File: config.mk
export PLATFORM = sky130hd
export DESIGN_NAME = sis_cell
export DESIGN_NICKNAME = d
export VERILOG_FILES = /design/src/design/sis_pkg.sv /design/src/design/sis_cell.sv
export SDC_FILE = /design/constraint.sdc
export NUM_CORES = 1
export LEC_CHECK = 0
export ABC_AREA = 1
export BUFFER_PORTS_ARGS = -buffer_cell sky130_fd_sc_hd__clkbuf_2
export CAP_MARGIN = 5
export CELL_PAD_IN_SITES_DETAIL_PLACEMENT = 1
export CELL_PAD_IN_SITES_GLOBAL_PLACEMENT = 1
export CORE_MARGIN = 4
export CORE_UTILIZATION = 29
export DETAILED_ROUTE_END_ITERATION = 12
export HOLD_SLACK_MARGIN = 0.1
export PLACE_DENSITY_LB_ADDON = 0.1
export SLEW_MARGIN = 20
export SYNTH_ARGS = -nofsm -noshare
export SYNTH_HDL_FRONTEND = slang
export SYNTH_SLANG_ARGS = --single-unit
File: constraint.sdc
create_clock -name clk_i -period 2.14 [get_ports clk_i]
set_clock_uncertainty 0.1 [all_clocks]
set_input_delay 0.107 -clock clk_i [delete_from_list [all_inputs] [get_ports clk_i]]
set_output_delay 0.107 -clock clk_i [all_outputs]
set_load 0.03 [all_outputs]
File: src/design/sis_pkg.sv
// ----------------------------------------------------------------------------
// sis_pkg
// Shared types and constants for the sorted insert stack.
// ----------------------------------------------------------------------------
package sis_pkg;

  localparam int unsigned DepthDefault = 64;
  localparam int unsigned DataW        = 32;
  localparam int unsigned CountFieldW  = 7;

  typedef enum logic {
    OpInsert = 1'b0,
    OpRemove = 1'b1
  } op_e;

  typedef enum logic [1:0] {
    StOk    = 2'd0,
    StEmpty = 2'd1,
    StFull  = 2'd2
  } status_e;

  // broadcast from the control to every cell
  typedef struct packed {
    logic             ins;
    logic             rem;
    logic [DataW-1:0] value;
  } cell_ctrl_t;

endpackage

File: src/design/sis_cell.sv
// ----------------------------------------------------------------------------
// sis_cell
// One slot of the sorted chain: compares its value with the broadcast word
// and shifts towards or away from the top.
// ----------------------------------------------------------------------------
module sis_cell import sis_pkg::*; (
  input  logic             clk_i,
  input  cell_ctrl_t       ctrl_i,
  input  logic             occupied_i,
  input  logic             prev_less_i,
  input  logic [DataW-1:0] prev_data_i,
  input  logic [DataW-1:0] next_data_i,
  output logic             less_o,
  output logic [DataW-1:0] data_o,
  output logic [DataW-1:0] data_d_o
);

  logic [DataW-1:0] data_q, data_d;

  assign less_o = occupied_i & ($signed(data_q) < $signed(ctrl_i.value));

  always_comb begin
    data_d = data_q;
    if (ctrl_i.ins) begin
      if (!less_o) begin
        data_d = prev_less_i ? ctrl_i.value : prev_data_i;
      end
    end else if (ctrl_i.rem) begin
      data_d = next_data_i;
    end
  end

  always_ff @(posedge clk_i) begin
    data_q <= data_d;
  end

  assign data_o   = data_q;
  assign data_d_o = data_d;

endmodule

==> results.py, run 1 <==
metrics = {
    "status": {
        "status": "finished, violations left",
        "violations": "negative setup slack",
    },
    "floorplan": {
        "start_util_pct": 30.07,
        "ios": 166,
        "row_count": 36,
        "core_area_um2": 9864,
        "die_w_um": 109.1,
        "die-height_um": 109.1,
        "die_area_um2": 11910,
    },
    "worst_setup_path": {
        "crit-reg2reg-launch": "data_o[30]",
        "worstSetupStartpointType": "flop",
        "r2r_cells": 16,
        "reg2reg_to": "data_o[27]",
        "reg2reg_slack_ps": -270,
        "end_kind": "output pin",
        "critPathRequiredTime_ps": 1930,
        "critical_path_class": "flop to output pin",
        "worstPathMaxFanout": 5,
        "crit_arrival_ps": 2470,
    },
    "timing": {
        "holdWs_ps": 120.3,
        "period_needed_ps": 2676,
        "maxSlewHeadroom_pct": 59.65,
        "min_period_over_period_pct": 125.0,
        "setup_viol": 61,
        "rsz0062_at_grt": "true",
        "finalHoldViolCount": 0,
        "timing.final.ws_setup_ps": -536.0,
        "fmax_ghz": 0.3737,
        "tightest_slew_ps": 605.3,
        "maxSlewViolCount": 0,
    },
    "synthesis": {
        "synth_edf_count": 0,
        "synthArstFlopShare_pct": 0,
        "yosysTopAreaCellShare_pct": 21.59,
        "synth_area_leaders": "dfxtp_1 22%, nand2_1 15%, ha_1 13%, o21ai_0 11%, inv_1 9.0%",
        "synth_cells": 487,
        "syn_area_per_cell_um2": 6.092,
        "syn_nets": 619,
        "syn_area_um2": 2967,
        "synthFlopType": "dfxtp_1",
        "yosysWarnings": 0,
        "ys_ff_latch": 32,
        "synth_cell_types": 22,
        "synth_largest_area_cell": "dfxtp_1",
        "ys_seq_area_share_pct": 21.59,
    },
    "hold_path": {
        "hold_start": "prev_data_i[6]",
        "min_path_cells": 5,
        "hold_end": "data_o[6]",
        "hold_path.class": "primary input to flop",
    },
    "global_routing": {
        "grt-ovfl-total": 0,
        "grt_pass1_vias": 4866,
        "grt_usage_pct": 26.02,
        "antenna_found_initial": 0,
        "grt_pass1_wl_um": 24120,
        "grt_max_degree": 64,
    },
    "routing": {
        "drtAntennaViolNets": 0,
        "route.detailed.drc": 0,
        "vias": 4400,
        "drt-total-wl_um": 15740,
        "first_iter_violations": 99,
        "vias_per_cell": 5.006,
        "wl_per_cell_um": 17.91,
        "drtPass1Iterations": 4,
    },
    "cells_and_area": {
        "area_growth_pct": 99.79,
        "n_fill_cell": 1244,
        "final_common_cell": "clkbuf_2",
        "multi_input_area_um2": 2416,
        "largest_register_ffs": 32,
        "ff_latch_area_um2": 671.9,
        "final_nets": 878,
        "final_layout_size_suffix_gt1_share_pct": 52.14,
        "antennaDiodeCount": 0,
        "final_cell_mix": "132 x clkbuf_2, 70 x inv_1, 64 x o21ai_0, 57 x nand2_1, 57 x buf_4",
    },
    "placement": {
        "dp_hpwl_um": 9788,
        "dp_slack_ps": -278.6,
        "numPortBuffers": 165,
        "place.gp.congestion": 0.8050,
    },
    "clock_tree": {
        "cts_inserted_buffers": 5,
        "clock_tree.root_cell": "clkbuf_8",
        "cts.sinks": 32,
        "clkTransAtPathRegs_ps": 80,
        "htree_levels": 2,
        "clk_latency_ps": 310,
        "cts_tree": "yes",
        "cts_max_path_buffers": 2,
    },
    "power_and_ir_drop": {
        "intPower_mw": 2.180,
        "p_leak_nw": 3.087,
        "p_seq_share_pct": 19.8,
        "swShare_pct": 46.67,
        "p_switching_mw": 1.907,
        "p_per_area_nw_per_um2": 689.6,
        "clock_power_share_pct": 12.2,
        "vdd_drop_max_v": 0.0003538,
        "p_comb_share_pct": 68.0,
    },
    "flow_run": {
        "cap_viol_max_count": 0,
    },
}
-- metal layers --
layer	vias up	global-route usage (%)	wire length, um
met5	-	0	0
met4	0	10.28	505
met3	42	4.559	850
met2	154	48.46	8447
met1	2064	29.01	5939
li1	2140	-	-
-- critical path, stage by stage, from the launching register on --
cell	delay, ps
dfxtp_2	330
ha_1	310
a21oi_2	140
o21ai_0	110
a21oi_2	130
nand2_2	60
nand2_1	90
nand2_1	70
nand2_2	100
nand3_4	110
buf_12	170
buf_12	130
nand2_2	50
nand3_1	90
nand2_2	120
buf_8	130
-- synth_stat cells, types with 6 or more instances --
cell and count:
inv_1 71, buf_2 6, o21ai_0 67, clkbuf_1 21, nand4_1 34, dfxtp_1 32, nand2_1 122, nand3_1 33
ha_1 31, nor2_1 6, a21oi_1 47
-- worst max path at each step --
stage | from | endpoint | slack [ps] | cells past startpoint
floorplan | data_o[28] | data_o[21] | 6 | 12
global route | data_o[31] | data_d_o[11] | -680 | 14
CTS | data_o[5] | data_d_o[2] | -550 | 17
global placement | data_o[5] | data_d_o[7] | -250 | 16
detailed placement | data_o[19] | data_d_o[7] | -280 | 14
finish | data_o[13] | data_d_o[12] | -540 | 15
-- stage by stage --
stage               total power, mW  area [um^2]  utilization (%)  setup TNS (ps)  cells
floorplan                     2.016         3085                -               0    487
global placement              2.743         4362            44.22           -7655    802
detailed placement            2.785         4362            44.22           -9315    802
CTS                           3.946         5771            58.50          -18550    871
global route                  4.340         5927            60.08          -29030    879
finish                        4.087         5927            60.08          -19090    879
-- cell families after synthesis --
family | Yosys count | synth area share (%)
AND/OR/NAND/NOR | 201 | 30.83
AO/OA/AOI/OAI | 116 | 19.74
buffers and inverters | 106 | 14.42
flip-flops | 32 | 21.59
adder cells (fa/ha/maj) | 31 | 13.07
multiplexers | 1 | 0.3374
-- power by group through the flow --
stage	logic [mW]	registers (mW)	clock network (mW)
global placement	1.95	0.798	0
finish	2.78	0.808	0.498
floorplan	1.00	1.02	0
detailed placement	1.98	0.802	0
global route	2.99	0.822	0.533
CTS	2.62	0.803	0.521
-- repair_timing --
item | in CTS | in global routing
hold buffers | 43 | 0
endpoints found under the setup margin | 65 | 65
pin swaps | 19 | 4
gates cloned | 2 | 0
hold endpoints to repair | 32 | 0
buffers inserted | 18 | 8
gates resized for setup | 161 | 32
-- cell type report --
cell class                      instances  share of cell area [%]
Multi-Input combinational cell        349                   40.76
Timing Repair Buffer                  285                   39.12
Sequential cell                        32                   11.34
Inverter                               73                   4.665
Tap cell                              133                   2.808
Clock buffer                            6                   1.224
Clock inverter                          1                 0.08444
(Power assumes the default switching activity.)
==> run 2: changes to the inputs <==
--- a/config.mk
+++ b/config.mk
@@ -6,7 +6,7 @@
 export NUM_CORES = 1
 export LEC_CHECK = 0
 export ABC_AREA = 1
-export BUFFER_PORTS_ARGS = -buffer_cell sky130_fd_sc_hd__clkbuf_2
+export BUFFER_PORTS_ARGS = -buffer_cell sky130_fd_sc_hd__buf_2
 export CAP_MARGIN = 5
 export CELL_PAD_IN_SITES_DETAIL_PLACEMENT = 1
 export CELL_PAD_IN_SITES_GLOBAL_PLACEMENT = 1
==> results.py, run 2 (same netlist as run 1, synthesis figures left out) <==
metrics = {
    "clock_tree": {
        "cts_inserted_buffers": 5,
        "clock_tree.root_cell": "clkbuf_8",
        "clk_latency_ps": 300,
        "cts.sinks": 32,
        "cts_max_path_buffers": 2,
        "htree_levels": 2,
        "clkTransAtPathRegs_ps": 90,
        "cts_tree": "yes",
    },
    "worst_setup_path": {
        "worstSetupStartpointType": "flop",
        "cp_common_cell": "nand2_2",
        "reg2reg_slack_ps": -290,
        "end_kind": "output pin",
        "crit-reg2reg-launch": "data_o[31]",
        "worstPathMaxFanout": 8,
        "critical_path_class": "flop to output pin",
        "r2r_cells": 15,
        "crit_arrival_ps": 2490,
        "cpLargestDelayFamily": "simple AND/OR/NAND/NOR gates",
        "slowest_stage": "dfxtp_2",
        "reg2reg_to": "data_o[7]",
        "cpPeakStageDelay_ps": 340,
        "critical_path.cell_chain": "ha_4 -> nand2_2 -> nor2_2 -> nand4_1 -> nor4_2 -> nand2_4 -> nand3_4 -> nand3_4 -> buf_8 -> nand2_2 -> nand3_1 -> nand2_2 -> buf_6",
        "path_buf_inv": 2,
        "critPathRequiredTime_ps": 1930,
    },
    "cells_and_area": {
        "final_layout_size_suffix_gt1_share_pct": 49.46,
        "final_util_pct": 56.04,
        "n_fill_cell": 1300,
        "final_cell_mix": "132 x buf_2, 70 x inv_1, 65 x nand2_1, 65 x o21ai_0, 60 x buf_4",
        "largest_register_ffs": 32,
        "final_common_cell": "buf_2",
        "area_growth_pct": 86.33,
        "antennaDiodeCount": 0,
        "final_nets": 867,
    },
    "timing": {
        "holdWs_ps": 98.28,
        "tightest_slew_ps": 544.4,
        "fmax_ghz": 0.3713,
        "tns_ps": -20830,
        "rsz0062_at_grt": "true",
        "timing.final.ws_setup_ps": -553.2,
        "setup_viol": 65,
        "min_period_over_period_pct": 125.9,
        "finalHoldViolCount": 0,
        "maxSlewViolCount": 0,
        "maxSlewHeadroom_pct": 63.71,
        "period_needed_ps": 2693,
    },
    "status": {
        "status": "finished, violations left",
        "violations": "negative setup slack",
    },
    "power_and_ir_drop": {
        "p_seq_share_pct": 20.7,
        "p_per_area_nw_per_um2": 696.6,
        "p_total_mw": 3.850,
        "swShare_pct": 46.87,
        "p_leak_nw": 2.935,
        "p_switching_mw": 1.805,
        "vdd_drop_max_v": 0.0003013,
        "clock_power_share_pct": 14.2,
        "p_comb_share_pct": 65.1,
        "intPower_mw": 2.046,
    },
    "global_routing": {
        "grt_pass1_vias": 4650,
        "antenna_found_initial": 0,
        "grt_usage_pct": 23.76,
        "grt-ovfl-total": 0,
        "grt_max_degree": 45,
        "grt_pass1_wl_um": 22400,
    },
    "placement": {
        "place.gp.congestion": 0.7938,
        "numPortBuffers": 165,
        "dp_hpwl_um": 9979,
    },
    "routing": {
        "drt-total-wl_um": 14620,
        "first_iter_violations": 120,
        "route.detailed.drc": 0,
        "vias_per_cell": 4.997,
        "wl_per_cell_um": 16.82,
        "vias": 4342,
        "drtAntennaViolNets": 0,
        "drtPass1Iterations": 4,
    },
    "floorplan": {
        "core_area_um2": 9864,
        "ios": 166,
        "die-height_um": 109.1,
        "die_area_um2": 11910,
        "die_w_um": 109.1,
        "row_count": 36,
        "start_util_pct": 30.07,
    },
    "hold_path": {
        "hold_path.class": "primary input to flop",
        "min_path_cells": 5,
        "hold_start": "prev_data_i[21]",
        "hold_end": "data_o[21]",
    },
    "flow_run": {
        "cap_viol_max_count": 0,
    },
}
[run 2: changes by cell type in the layout (fill, tap and decap cells not counted), sizes merged]
cell | before | now
clkbuf | 156 | 9
dlygate4sd3 | 43 | 37
buf | 92 | 236
clkinv | 1 | 0
[run 2: power groups by stage]
stage | registers (mW) | clock network [mW] | logic (mW)
floorplan | 1.02 | 0 | 1.00
global placement | 0.798 | 0 | 1.95
detailed placement | 0.805 | 0 | 1.99
CTS | 0.795 | 0.556 | 2.35
global route | 0.807 | 0.577 | 2.72
finish | 0.796 | 0.547 | 2.51
[run 2: routing by layer]
metal / GRT usage (%) / vias to the layer above / routed length [um]
met5: 0 / - / 0
met1: 27.72 / 2092 / 6068
met3: 3.552 / 21 / 687
met4: 4.779 / 0 / 199
li1: - / 2117 / -
met2: 45.44 / 112 / 7660
[run 2: worst max-delay path by stage]
stage               start           end  slack [ps]  depth (start not counted)
2_1_floorplan  data_o[28]    data_o[21]           6                         12
3_3_place_gp    data_o[5]  data_d_o[14]        -300                         16
3_5_place_dp    data_o[5]   data_d_o[7]        -350                         16
4_1_cts        data_o[31]   data_d_o[3]        -490                         14
5_1_grt        data_o[25]   data_d_o[4]        -700                         14
6_report       data_o[31]   data_d_o[4]        -550                         13
[run 2: repair_timing]
action	in CTS	in global routing
pin swaps	12	14
buffers inserted	9	10
hold endpoints to repair	29	0
hold buffers	37	0
setup endpoints to repair	65	65
gates cloned	0	1
gates resized for setup	111	34
[run 2: cell type report]
class	instances	area [um^2]	share of cell area (%)
clock buffer	8	90.09	1.630
timing repair buffer	274	2053	37.14
sequential	32	671.9	12.15
tap	133	166.4	3.010
multi-input combinational	349	2270	41.06
inverter	73	276.5	5.002
[run 2: tightest hold or removal path: stages]
cell	delay, ps
buf_2	80
o21ai_0	60
nand2_1	70
nand3_2	60
nand2_2	80
[run 2: through the flow]
| stage | instances | setup slack [ps] | cell area [um^2] |
|---|---|---|---|
| after floorplan | 487 | 6.188 | 3085 |
| after global placement | 804 | -296.9 | 4377 |
| after detailed placement | 804 | -348.0 | 4377 |
| after CTS | 858 | -489.4 | 5293 |
| after global routing | 869 | -705.0 | 5528 |
| final | 869 | -553.2 | 5528 |
